## src/design/nvmf_pkg.sv

```systemverilog
// Shared widths, constants and command codes for the negative value mass filler.
// No dependencies; every other file refers to it by scoped names.
package nvmf_pkg;

    localparam int VALUE_BITS = 32;
    localparam int SUM_BITS   = 48;
    localparam int FRAC_BITS  = 16;

    localparam int RATIO_BITS = FRAC_BITS + 1;
    localparam int OUT_BITS   = VALUE_BITS - 1;
    localparam int CNT_BITS   = $clog2(FRAC_BITS + 1);

    localparam logic [RATIO_BITS-1:0] RATIO_ONE = {1'b1, {FRAC_BITS{1'b0}}};
    localparam logic [SUM_BITS-1:0]   SUM_MAX   = {SUM_BITS{1'b1}};

    typedef enum logic [1:0] {
        OP_CLEAR = 2'd0,
        OP_ADD   = 2'd1,
        OP_CLOSE = 2'd2,
        OP_APPLY = 2'd3
    } op_t;

    typedef struct packed {
        logic clear;
        logic add;
    } acc_cmd_t;

    typedef struct packed {
        logic                  busy;
        logic                  scale_enable;
        logic [RATIO_BITS-1:0] ratio;
    } div_stat_t;

endpackage

```

## src/design/negative_value_mass_filler_unit.sv

```systemverilog
// Negative value filler with mass conservation: top level, command decode,
// apply multiplier and result register. Depends on nvmf_pkg, nvmf_acc, nvmf_div.
//
// Usage: stream the field twice. First pass sends add beats (op 1), then one
// close beat (op 2); second pass sends apply beats (op 3). Clear (op 0) zeroes
// the sums. Input channel s_valid/s_ready with s_op, s_value; result channel
// m_valid/m_ready with m_kind, m_corrected_value, m_scale_applied, m_ratio.
// Clear and add beats give no result and are taken one per cycle, even while
// a result waits on the output. An apply beat is taken whenever the result
// register is empty or being drained; its result appears on the next cycle.
// A close beat runs the divider, one quotient bit per cycle, when a scaling
// division is needed; the unit then waits in ST_DIV until the divider is
// done and in ST_OUT until the result register is free, and s_ready
// stays low meanwhile. A stalled receiver holds the result register and
// blocks apply and close beats. Reset (aresetn low, synchronous) zeroes the
// sums, turns scaling off with ratio one and empties the result register.
module negative_value_mass_filler_unit (
    input  logic                              aclk,
    input  logic                              aresetn,
    input  logic                              s_valid,
    output logic                              s_ready,
    input  logic [1:0]                        s_op,
    input  logic signed [nvmf_pkg::VALUE_BITS-1:0] s_value,
    output logic                              m_valid,
    input  logic                              m_ready,
    output logic                              m_kind,
    output logic [nvmf_pkg::OUT_BITS-1:0]     m_corrected_value,
    output logic                              m_scale_applied,
    output logic [nvmf_pkg::RATIO_BITS-1:0]   m_ratio
);

    typedef enum logic [1:0] {
        ST_IDLE,
        ST_DIV,
        ST_OUT
    } state_t;

    localparam logic KIND_CLOSE = 1'b0;
    localparam logic KIND_VALUE = 1'b1;

    state_t                                state_reg, state_next;
    logic                                  vld_reg, vld_next;
    logic                                  kind_reg, kind_next;
    logic [nvmf_pkg::OUT_BITS-1:0]         val_reg, val_next;
    logic                                  scl_reg, scl_next;
    logic [nvmf_pkg::RATIO_BITS-1:0]       rat_reg, rat_next;

    nvmf_pkg::op_t                         op;
    nvmf_pkg::acc_cmd_t                    acc_cmd;
    nvmf_pkg::div_stat_t                   dstat;
    logic [nvmf_pkg::SUM_BITS-1:0]         pos_sum;
    logic [nvmf_pkg::SUM_BITS-1:0]         neg_sum;
    logic                                  out_free;
    logic                                  accept;
    logic                                  div_start;
    logic [nvmf_pkg::OUT_BITS-1:0]         mag;
    logic [nvmf_pkg::OUT_BITS+nvmf_pkg::RATIO_BITS-1:0] prod;
    logic [nvmf_pkg::OUT_BITS-1:0]         fixed;

    nvmf_acc u_acc (
        .aclk    (aclk),
        .aresetn (aresetn),
        .cmd     (acc_cmd),
        .value   (s_value),
        .pos_sum (pos_sum),
        .neg_sum (neg_sum)
    );

    nvmf_div u_div (
        .aclk    (aclk),
        .aresetn (aresetn),
        .start   (div_start),
        .pos_sum (pos_sum),
        .neg_sum (neg_sum),
        .stat    (dstat)
    );

    always_comb begin
        op       = nvmf_pkg::op_t'(s_op);
        out_free = !vld_reg || m_ready;

        case (op)
            nvmf_pkg::OP_CLEAR,
            nvmf_pkg::OP_ADD:   s_ready = (state_reg == ST_IDLE);
            default:            s_ready = (state_reg == ST_IDLE) && out_free;
        endcase
        accept = s_valid && s_ready;

        acc_cmd.clear = accept && (op == nvmf_pkg::OP_CLEAR);
        acc_cmd.add   = accept && (op == nvmf_pkg::OP_ADD);
        div_start     = accept && (op == nvmf_pkg::OP_CLOSE);

        // ratio never exceeds one, so the product keeps the value's width
        mag   = s_value[nvmf_pkg::OUT_BITS-1:0];
        prod  = mag * dstat.ratio;
        fixed = dstat.scale_enable
              ? prod[nvmf_pkg::FRAC_BITS+nvmf_pkg::OUT_BITS-1:nvmf_pkg::FRAC_BITS]
              : mag;

        state_next = state_reg;
        vld_next   = vld_reg && !m_ready;
        kind_next  = kind_reg;
        val_next   = val_reg;
        scl_next   = scl_reg;
        rat_next   = rat_reg;

        case (state_reg)
            ST_IDLE: begin
                if (accept && (op == nvmf_pkg::OP_APPLY)) begin
                    vld_next  = 1'b1;
                    kind_next = KIND_VALUE;
                    val_next  = s_value[nvmf_pkg::VALUE_BITS-1] ? '0 : fixed;
                    scl_next  = dstat.scale_enable;
                    rat_next  = dstat.ratio;
                end else if (div_start) begin
                    state_next = ST_DIV;
                end
            end
            ST_DIV: begin
                if (!dstat.busy) begin
                    state_next = ST_OUT;
                end
            end
            ST_OUT: begin
                // hold the close result until the output slot frees up
                if (out_free) begin
                    vld_next   = 1'b1;
                    kind_next  = KIND_CLOSE;
                    val_next   = '0;
                    scl_next   = dstat.scale_enable;
                    rat_next   = dstat.ratio;
                    state_next = ST_IDLE;
                end
            end
            default: begin
                state_next = ST_IDLE;
            end
        endcase
    end

    always_ff @(posedge aclk) begin
        if (!aresetn) begin
            state_reg <= ST_IDLE;
            vld_reg   <= 1'b0;
        end else begin
            state_reg <= state_next;
            vld_reg   <= vld_next;
        end
        kind_reg <= kind_next;
        val_reg  <= val_next;
        scl_reg  <= scl_next;
        rat_reg  <= rat_next;
    end

    assign m_valid           = vld_reg;
    assign m_kind            = kind_reg;
    assign m_corrected_value = val_reg;
    assign m_scale_applied   = scl_reg;
    assign m_ratio           = rat_reg;

    a_div_only_in_div: assert property (@(posedge aclk) disable iff (!aresetn)
        dstat.busy |-> (state_reg == ST_DIV))
        else $error("divider running outside the close sequence");

    a_ratio_bound: assert property (@(posedge aclk) disable iff (!aresetn)
        m_valid |-> (m_ratio <= nvmf_pkg::RATIO_ONE))
        else $error("result ratio above one");

    a_unscaled_ratio_one: assert property (@(posedge aclk) disable iff (!aresetn)
        (m_valid && !m_scale_applied) |-> (m_ratio == nvmf_pkg::RATIO_ONE))
        else $error("scaling off but ratio differs from one");

    a_close_zero_value: assert property (@(posedge aclk) disable iff (!aresetn)
        (m_valid && (m_kind == KIND_CLOSE)) |-> (m_corrected_value == '0))
        else $error("close result carries a nonzero value");

endmodule

```

## src/design/nvmf_acc.sv

```systemverilog
// Saturating accumulators for the positive sum and the negative magnitude sum.
// Depends on nvmf_pkg.
module nvmf_acc (
    input  logic                              aclk,
    input  logic                              aresetn,
    input  nvmf_pkg::acc_cmd_t                cmd,
    input  logic [nvmf_pkg::VALUE_BITS-1:0]   value,
    output logic [nvmf_pkg::SUM_BITS-1:0]     pos_sum,
    output logic [nvmf_pkg::SUM_BITS-1:0]     neg_sum
);

    logic [nvmf_pkg::SUM_BITS-1:0]   pos_reg, pos_next;
    logic [nvmf_pkg::SUM_BITS-1:0]   neg_reg, neg_next;
    logic                            is_neg;
    logic [nvmf_pkg::VALUE_BITS-1:0] mag;
    logic [nvmf_pkg::SUM_BITS-1:0]   base;
    logic [nvmf_pkg::SUM_BITS:0]     total;
    logic [nvmf_pkg::SUM_BITS-1:0]   sat;

    // one adder serves both sums; the sign picks the operand
    always_comb begin
        is_neg = value[nvmf_pkg::VALUE_BITS-1];
        mag    = is_neg ? (~value + 1'b1) : value;
        base   = is_neg ? neg_reg : pos_reg;
        total  = {1'b0, base}
               + {{(nvmf_pkg::SUM_BITS + 1 - nvmf_pkg::VALUE_BITS){1'b0}}, mag};
        sat    = total[nvmf_pkg::SUM_BITS] ? nvmf_pkg::SUM_MAX
                                           : total[nvmf_pkg::SUM_BITS-1:0];
        pos_next = pos_reg;
        neg_next = neg_reg;
        if (cmd.clear) begin
            pos_next = '0;
            neg_next = '0;
        end else if (cmd.add) begin
            if (is_neg) begin
                neg_next = sat;
            end else begin
                pos_next = sat;
            end
        end
    end

    always_ff @(posedge aclk) begin
        if (!aresetn) begin
            pos_reg <= '0;
            neg_reg <= '0;
        end else begin
            pos_reg <= pos_next;
            neg_reg <= neg_next;
        end
    end

    assign pos_sum = pos_reg;
    assign neg_sum = neg_reg;

endmodule

```

## src/design/nvmf_div.sv

```systemverilog
// Bit-serial ratio divider: floor((pos - neg) * 2^F / pos), one quotient bit a cycle.
// Holds scale enable and ratio between closes. Depends on nvmf_pkg.
module nvmf_div (
    input  logic                          aclk,
    input  logic                          aresetn,
    input  logic                          start,
    input  logic [nvmf_pkg::SUM_BITS-1:0] pos_sum,
    input  logic [nvmf_pkg::SUM_BITS-1:0] neg_sum,
    output nvmf_pkg::div_stat_t           stat
);

    typedef enum logic {
        D_IDLE,
        D_RUN
    } dstate_t;

    dstate_t                               state_reg, state_next;
    logic [nvmf_pkg::SUM_BITS-1:0]         rem_reg, rem_next;
    logic [nvmf_pkg::SUM_BITS-1:0]         den_reg, den_next;
    logic [nvmf_pkg::FRAC_BITS-1:0]        quo_reg, quo_next;
    logic [nvmf_pkg::CNT_BITS-1:0]         cnt_reg, cnt_next;
    logic                                  en_reg, en_next;
    logic [nvmf_pkg::RATIO_BITS-1:0]       ratio_reg, ratio_next;
    logic [nvmf_pkg::SUM_BITS:0]           diff;
    logic [nvmf_pkg::SUM_BITS+1:0]         dbl;
    logic [nvmf_pkg::SUM_BITS+1:0]         trial;

    always_comb begin
        // separate subtractors: pos - neg at start, 2*rem - den while running
        diff  = {1'b0, pos_sum} - {1'b0, neg_sum};
        dbl   = {1'b0, rem_reg, 1'b0};
        trial = dbl - {2'b00, den_reg};

        state_next = state_reg;
        rem_next   = rem_reg;
        den_next   = den_reg;
        quo_next   = quo_reg;
        cnt_next   = cnt_reg;
        en_next    = en_reg;
        ratio_next = ratio_reg;

        case (state_reg)
            D_IDLE: begin
                if (start) begin
                    if ((pos_sum == '0) || diff[nvmf_pkg::SUM_BITS]) begin
                        en_next    = 1'b0;
                        ratio_next = nvmf_pkg::RATIO_ONE;
                    end else if (neg_sum == '0) begin
                        en_next    = 1'b1;
                        ratio_next = nvmf_pkg::RATIO_ONE;
                    end else begin
                        en_next    = 1'b1;
                        rem_next   = diff[nvmf_pkg::SUM_BITS-1:0];
                        den_next   = pos_sum;
                        quo_next   = '0;
                        cnt_next   = '0;
                        state_next = D_RUN;
                    end
                end
            end
            D_RUN: begin
                if (!trial[nvmf_pkg::SUM_BITS+1]) begin
                    rem_next = trial[nvmf_pkg::SUM_BITS-1:0];
                    quo_next = {quo_reg[nvmf_pkg::FRAC_BITS-2:0], 1'b1};
                end else begin
                    rem_next = dbl[nvmf_pkg::SUM_BITS-1:0];
                    quo_next = {quo_reg[nvmf_pkg::FRAC_BITS-2:0], 1'b0};
                end
                cnt_next = cnt_reg + 1'b1;
                if (cnt_reg == nvmf_pkg::CNT_BITS'(nvmf_pkg::FRAC_BITS - 1)) begin
                    ratio_next = {1'b0, quo_next};
                    state_next = D_IDLE;
                end
            end
            default: begin
                state_next = D_IDLE;
            end
        endcase
    end

    always_ff @(posedge aclk) begin
        if (!aresetn) begin
            state_reg <= D_IDLE;
            en_reg    <= 1'b0;
            ratio_reg <= nvmf_pkg::RATIO_ONE;
            cnt_reg   <= '0;
        end else begin
            state_reg <= state_next;
            en_reg    <= en_next;
            ratio_reg <= ratio_next;
            cnt_reg   <= cnt_next;
        end
        rem_reg <= rem_next;
        den_reg <= den_next;
        quo_reg <= quo_next;
    end

    assign stat.busy         = (state_reg == D_RUN);
    assign stat.scale_enable = en_reg;
    assign stat.ratio        = ratio_reg;

endmodule

```

## config.mk

```make
export PLATFORM = sky130hd
export DESIGN_NAME = negative_value_mass_filler_unit
export DESIGN_NICKNAME = d
export VERILOG_FILES = /design/src/design/nvmf_pkg.sv /design/src/design/negative_value_mass_filler_unit.sv /design/src/design/nvmf_acc.sv /design/src/design/nvmf_div.sv
export SDC_FILE = /design/constraint.sdc
export NUM_CORES = 2
export LEC_CHECK = 0
export BUFFER_PORTS_ARGS = -buffer_cell sky130_fd_sc_hd__buf_2
export CAP_MARGIN = 5
export CORE_MARGIN = 3
export CORE_UTILIZATION = 25
export DETAILED_ROUTE_END_ITERATION = 8
export PLACE_DENSITY = 0.39
export REMOVE_ABC_BUFFERS = 1
export SYNTH_ARGS = -nofsm -noshare
export SYNTH_HDL_FRONTEND = slang
export SYNTH_SLANG_ARGS = --single-unit
```

## constraint.sdc

```tcl
create_clock -name aclk -period 13.5 [get_ports aclk]
set_input_delay 1.35 -clock aclk [delete_from_list [all_inputs] [get_ports aclk]]
set_output_delay 1.35 -clock aclk [all_outputs]
set_load 0.01 [all_outputs]
```

; ---- Word-level counts from Yosys, hierarchy flattened
; Index checks and enable logic that the tools add are counted.
[totals]
ff_bits = 284
latch_bits = 0
mem_bits_rw = 0
mem_bits_ro = 0
in_bits = 38
output_inout_bits = 52
elab_cells = 120
n_memories = 0
[classes]
add_sub_neg = 5
n_mul = 1
n_div = 0
n_lt_le_gt_ge = 0
eq_ne = 16
n_shift = 0
n_mux = 51
n_bitwise = 6
n_reduce_logical = 26
[op_table]
columns = op, count
row1 = $mux 48, 6
row2 = $mux 31, 4
row3 = $mux 17, 6
row4 = $logic_not 48->1, 2
row5 = $pmux 48 s2, 1
row6 = $pmux 17 s2, 2
row7 = $pmux 31 s2, 1
row8 = $sub 49x48->50, 1
row9 = $add 48x32->49, 1
row10 = $sub 48x48->49, 1
row11 = $mul 31x17->47, 1
row12 = $mux 15, 3
row13 = $add 32x1->32 const B, 1
row14 = $mux 32, 1
row15 = $not 32->32, 1
row16 = $pmux 15 s2, 1
row17 = $ne 2x2->1 const B, 8
row18 = $mux 5, 3
row19 = $mux 1, 13
row20 = $pmux 5 s2, 1
row21 = $reduce_and 3->1, 3
row22 = $mux 2, 4
row23 = $pmux 1 s2, 4
row24 = $reduce_and 4->1, 2
row25 = other kinds (15), 34

; ---- Longest topological paths before layout
[logic_depth]
depth_word = 9
mapped_depth = 27
mapped_depth_nobuf = 25

; ---- Cells and area by module
; A second synthesis with hierarchy kept.
[unflattened]
hier_cells = 4126
hier_area_um2 = 36057.1
[by_module_without_submodules]
columns = module, n_inst, cells_per_inst, area_per_inst_um2, seq_area_each_um2
row1 = negative_value_mass_filler_unit, 1, 2028, 18236.2, 1561.5
row2 = nvmf_div, 1, 1266, 11143.2, 3813.7
row3 = nvmf_acc, 1, 832, 6677.7, 1921.8

; ---- Least setup slack after synthesis
; Ideal clock, no wire load.
[synth_timing]
path_kind = input to register
from = input port s_value[13] (netlist name)
to = register val_reg (netlist bit m_corrected_value[30]) (data pin)
setup_time_ps = 195
arrival_time_ps = 8064
required_time_ps = 13305
slack_ps = 5241
stages = 25
n_path_buf = 3
path_cell_list = clkbuf_1 clkbuf_1 nand2_1 fa_1 inv_1 fa_1 fa_1 fa_1 fa_1 inv_1 fa_1 inv_1 ha_1 clkbuf_1 a211oi_1 o211ai_1 a221oi_1 nor3_1 a21oi_1 o31ai_1 a221oi_1 o21ba_2 nor2b_1 or4_1 o311ai_0
[synth_via]
elab_chain_cells = 5
[synth_lines]
columns = element, line_no
row1 = start: declaration, negative_value_mass_filler_unit.sv:23  ; input logic signed [nvmf_pkg::VALUE_BITS-1:0] s_value,
row2 = $mul 31x17->47, negative_value_mass_filler_unit.sv:95  ; prod = mag * dstat.ratio;
row3 = $mux 31, negative_value_mass_filler_unit.sv:97  ; ? prod[nvmf_pkg::FRAC_BITS+nvmf_pkg::OUT_BITS-1:nvmf_pkg::FRAC_BITS]
row4 = $mux 31, negative_value_mass_filler_unit.sv:112  ; val_next = s_value[nvmf_pkg::VALUE_BITS-1] ? '0 : fixed;
row5 = $mux 31, negative_value_mass_filler_unit.sv:109  ; if (accept && (op == nvmf_pkg::OP_APPLY)) begin
row6 = $pmux 31 s2, negative_value_mass_filler_unit.sv:107  ; case (state_reg)
row7 = end signal: assignment, negative_value_mass_filler_unit.sv:150  ; val_reg <= val_next;
row8 = end: declaration, negative_value_mass_filler_unit.sv:44  ; logic [nvmf_pkg::OUT_BITS-1:0] val_reg, val_next;
; Every way passes these cells. The select of a mux whose other input is x is not followed.
; A chain may end at the register's enable or synchronous reset.

; ---- Worst setup path after layout
; Same ends and word-level chain as after synthesis.

==> impl_metrics.yaml <==
synth:
  synth-main-ff-cell: "edfxtp_1"
  synth_area_leaders: "fa_1 24%, edfxtp_1 14%, ha_1 8.7%"
  yosys_warnings: 0
  syn_area_per_cell_sq_um: 8.62
  yosysSeqAreaShare_pct: 20.5
  yosys.area.top_type_share_pct: 24.4
  synth-edff-count: 161
  syn_area_sq_um: 35500
  synth_cells: 4121
  synth_cell_types: 76
  synth_top_cell_by_area: "fa_1"
  ys_seq_elements: 284
  ys_async_sr_fraction_pct: 0
timing:
  period_share_pct: 62.0
  setup_viol: 0
  layout_setup_ws_ps: 5130
  worst_pin_slew_ps: 1050
  skew_ps: 19.8
  slew_viol_final: 0
  hold_viol: 0
  clock.fmax_ghz: 0.119
  slew_headroom_pct: 30.3
  rsz0062_at_grt: "false"
  tns_ps: 0
  period_needed_ps: 8370
placed_design:
  dp_slack_ps: 4500
  hpwl_um: 86900
  port_buffers: 89
  place_congestion: 0.834
die:
  start_util_pct: 25.3
  die_w_um: 383
  placeableCoreArea_sq_um: 140000
  rows: 137
  die_area_sq_um: 147000
  die_height_um: 383
  ioPinCount: 90
cells_and_area:
  n_fill_cell: 15166
  drive_gt1_share_pct: 6.32
  syn_to_final_growth_pct: 10.3
  nets: 4781
power:
  ir_drop_v: 0.0000835
  combPwrFrac_pct: 26.0
  intPower_mw: 1.92
  total_leakage_power_nw: 17.1
  sequentialPowerShare_pct: 34.6
  swShare_pct: 33.2
  power_density_nw_per_um2: 73.4
  power.switching_mw: 0.955
  p_clk_share_pct: 39.4
worst_setup_path:
  cp_num_buf_inv: 4
  crit_family: "adder cells"
  path_max_fanout: 22
  crit_required_ps: 13910
  end_kind: "flip-flop"
  worstPathArrival_ps: 8770
  cp_slowest_cell: "fa_1"
  start_kind: "primary input"
  path_class: "in2reg"
  slowest_delay_ps: 570
  path_cells: "buf_2, nand2_1, fa_1, inv_1, fa_1, fa_1, fa_1, fa_1, inv_1, fa_1, inv_1, ha_1, a211oi_1, o211ai_1, a221oi_1, nor3_1, a21oi_1, o31ai_1, a221oi_1, o21ba_2, nor2b_1, or4_1, o311ai_0"
  crit_top_cell: "fa_1"
detailed_routing:
  totalWireLength_um: 120000
  ant_nets: 0
  drt-initial-drc-count: 1390
  drc: 0
  vias_per_cell: 4.73
  wl_per_cell_um: 20.1
  first_pass_iters: 5
  num_vias: 28236
cts:
  cts_max_level: 2
  clock-sinks: 284
  cts-buffers-inserted: 41
  clock_path_buffers: 3
  cts_root_buffer: "clkbuf_16"
  cts_tree: "built"
  clk-insertion-delay-late_ps: 610
  postCtsHoldBufs: 0
  clkTransAtPathRegs_ps: 60
  postCtsResizedCells: 0
  post_cts_buffers: 0
global_routing:
  grt_pass1_vias: 30146
  overflow: 0
  grt_max_degree: 75
  grt_usage_pct: 16.5
  grt_pass1_wl_um: 188000
  grt_antenna_before_repair: 1
hold_path:
  hp-class: "reg2reg"
job:
  maxCapViolCount: 0
outcome:
  outcome: "finished, final reports clean"
==> logic make-up after synthesis <==
family / count (synthesis) / share of synthesized area (%)
muxes: 66 / 1.97
and+or+nand+nor: 1285 / 17.1
adders and majority gates: 680 / 33.1
AOI/OAI and AO/OA: 761 / 13.9
xor gates and xnor gates: 165 / 4.07
DFF: 284 / 20.5
buffers and inverters: 880 / 9.31
==> path summary, 6_finish.rpt <==
path / start / to / slack, ps / cells past startpoint
setup reg to reg: u_div.ratio_reg[4] / m_corrected_value[30] / 5210 / 23
setup / recovery: s_value[13] / m_corrected_value[30] / 5130 / 23
hold reg to reg: u_div.quo_reg[14] / u_div.ratio_reg[15] / 480 / 1
hold / removal: u_div.quo_reg[14] / u_div.ratio_reg[15] / 480 / 1
==> cells in the final DEF, fill, tap and decap left out, types with 32 or more instances in the layout <==
master	Yosys	routed
a211oi_1	59	59
a31oi_1	55	55
edfxtp_1	161	161
dfxtp_1	123	121
nor4_1	32	32
mux2i_1	34	34
nand3_1	46	46
fa_1	434	434
ha_1	246	246
and2_1	214	214
nand2_1	537	536
xnor2_1	124	124
nand4_1	32	32
buf_2	6	88
o21ai_0	142	141
nor2_1	247	246
inv_1	650	649
xor2_1	41	41
mux2_2	32	32
clkbuf_16	0	43
buf_4	0	38
nor3_1	34	33
a21oi_1	217	217
a21o_1	72	72
==> area by class of cell <==
cell class / count / area, sq um / area share (%)
Multi-Input combinational cell: 2957 / 25000 / 63.7
Clock inverter: 16 / 209 / 0.533
Antenna cell: 2 / 5.00 / 0.0128
Tap cell: 1876 / 2350 / 5.99
Sequential cell: 284 / 7300 / 18.6
Clock buffer: 60 / 1180 / 3.01
Inverter: 653 / 2450 / 6.25
Timing Repair Buffer: 126 / 726 / 1.85
==> Yosys cell counts (72+ instances only) <==
cell and instances:
fa_1 434, xnor2_1 124, inv_1 650, nor2_1 247, o21ai_0 142, and2_1 214, ha_1 246, a21oi_1 217
edfxtp_1 161, dfxtp_1 123, a21o_1 72, nand2_1 537, clkbuf_1 202
==> worst reg2reg max path, delay by kind of cell (launching register included) <==
kind | cells | cell delay (ps)
adder cells (fa/ha/maj) | 7 | 3480
AO/OA/AOI/OAI | 9 | 2470
flip-flops | 1 | 840
AND/OR/NAND/NOR | 3 | 710
buffers and inverters | 4 | 610
==> per-stage QoR <==
step | area, sq um | utilization, % | std cells | power, mW | hold WS, ps
after floorplan | 34700 | - | 3894 | 1.50 | 442
final | 39200 | 27.9 | 5974 | 2.88 | 475
after CTS | 39200 | 27.9 | 5972 | 2.94 | 483
after global placement | 37800 | 26.9 | 5896 | 1.77 | 455
after detailed placement | 37800 | 26.9 | 5896 | 1.77 | 455
after global routing | 39200 | 27.9 | 5972 | 3.05 | 505
==> layer usage <==
layer  global-route usage, %  vias to the layer above  wire length [um]
li1                        -                    13431                 -
met3                    1.91                      124              4030
met1                    22.9                    14220             57000
met4                    3.05                        0              2330
met2                    27.8                      461             56600
met5                       0                        -                 0
==> power by group through the flow <==
stage                     Combinational [mW]  Clock (mW)  Sequential, mW
final                                  0.748        1.13           0.995
after global routing                   0.834        1.22           0.999
after CTS                              0.757        1.19           0.995
after detailed placement               0.753           0            1.01
after global placement                 0.756           0            1.01
after floorplan                        0.489           0            1.01
Power figures use the tool's default switching activity.
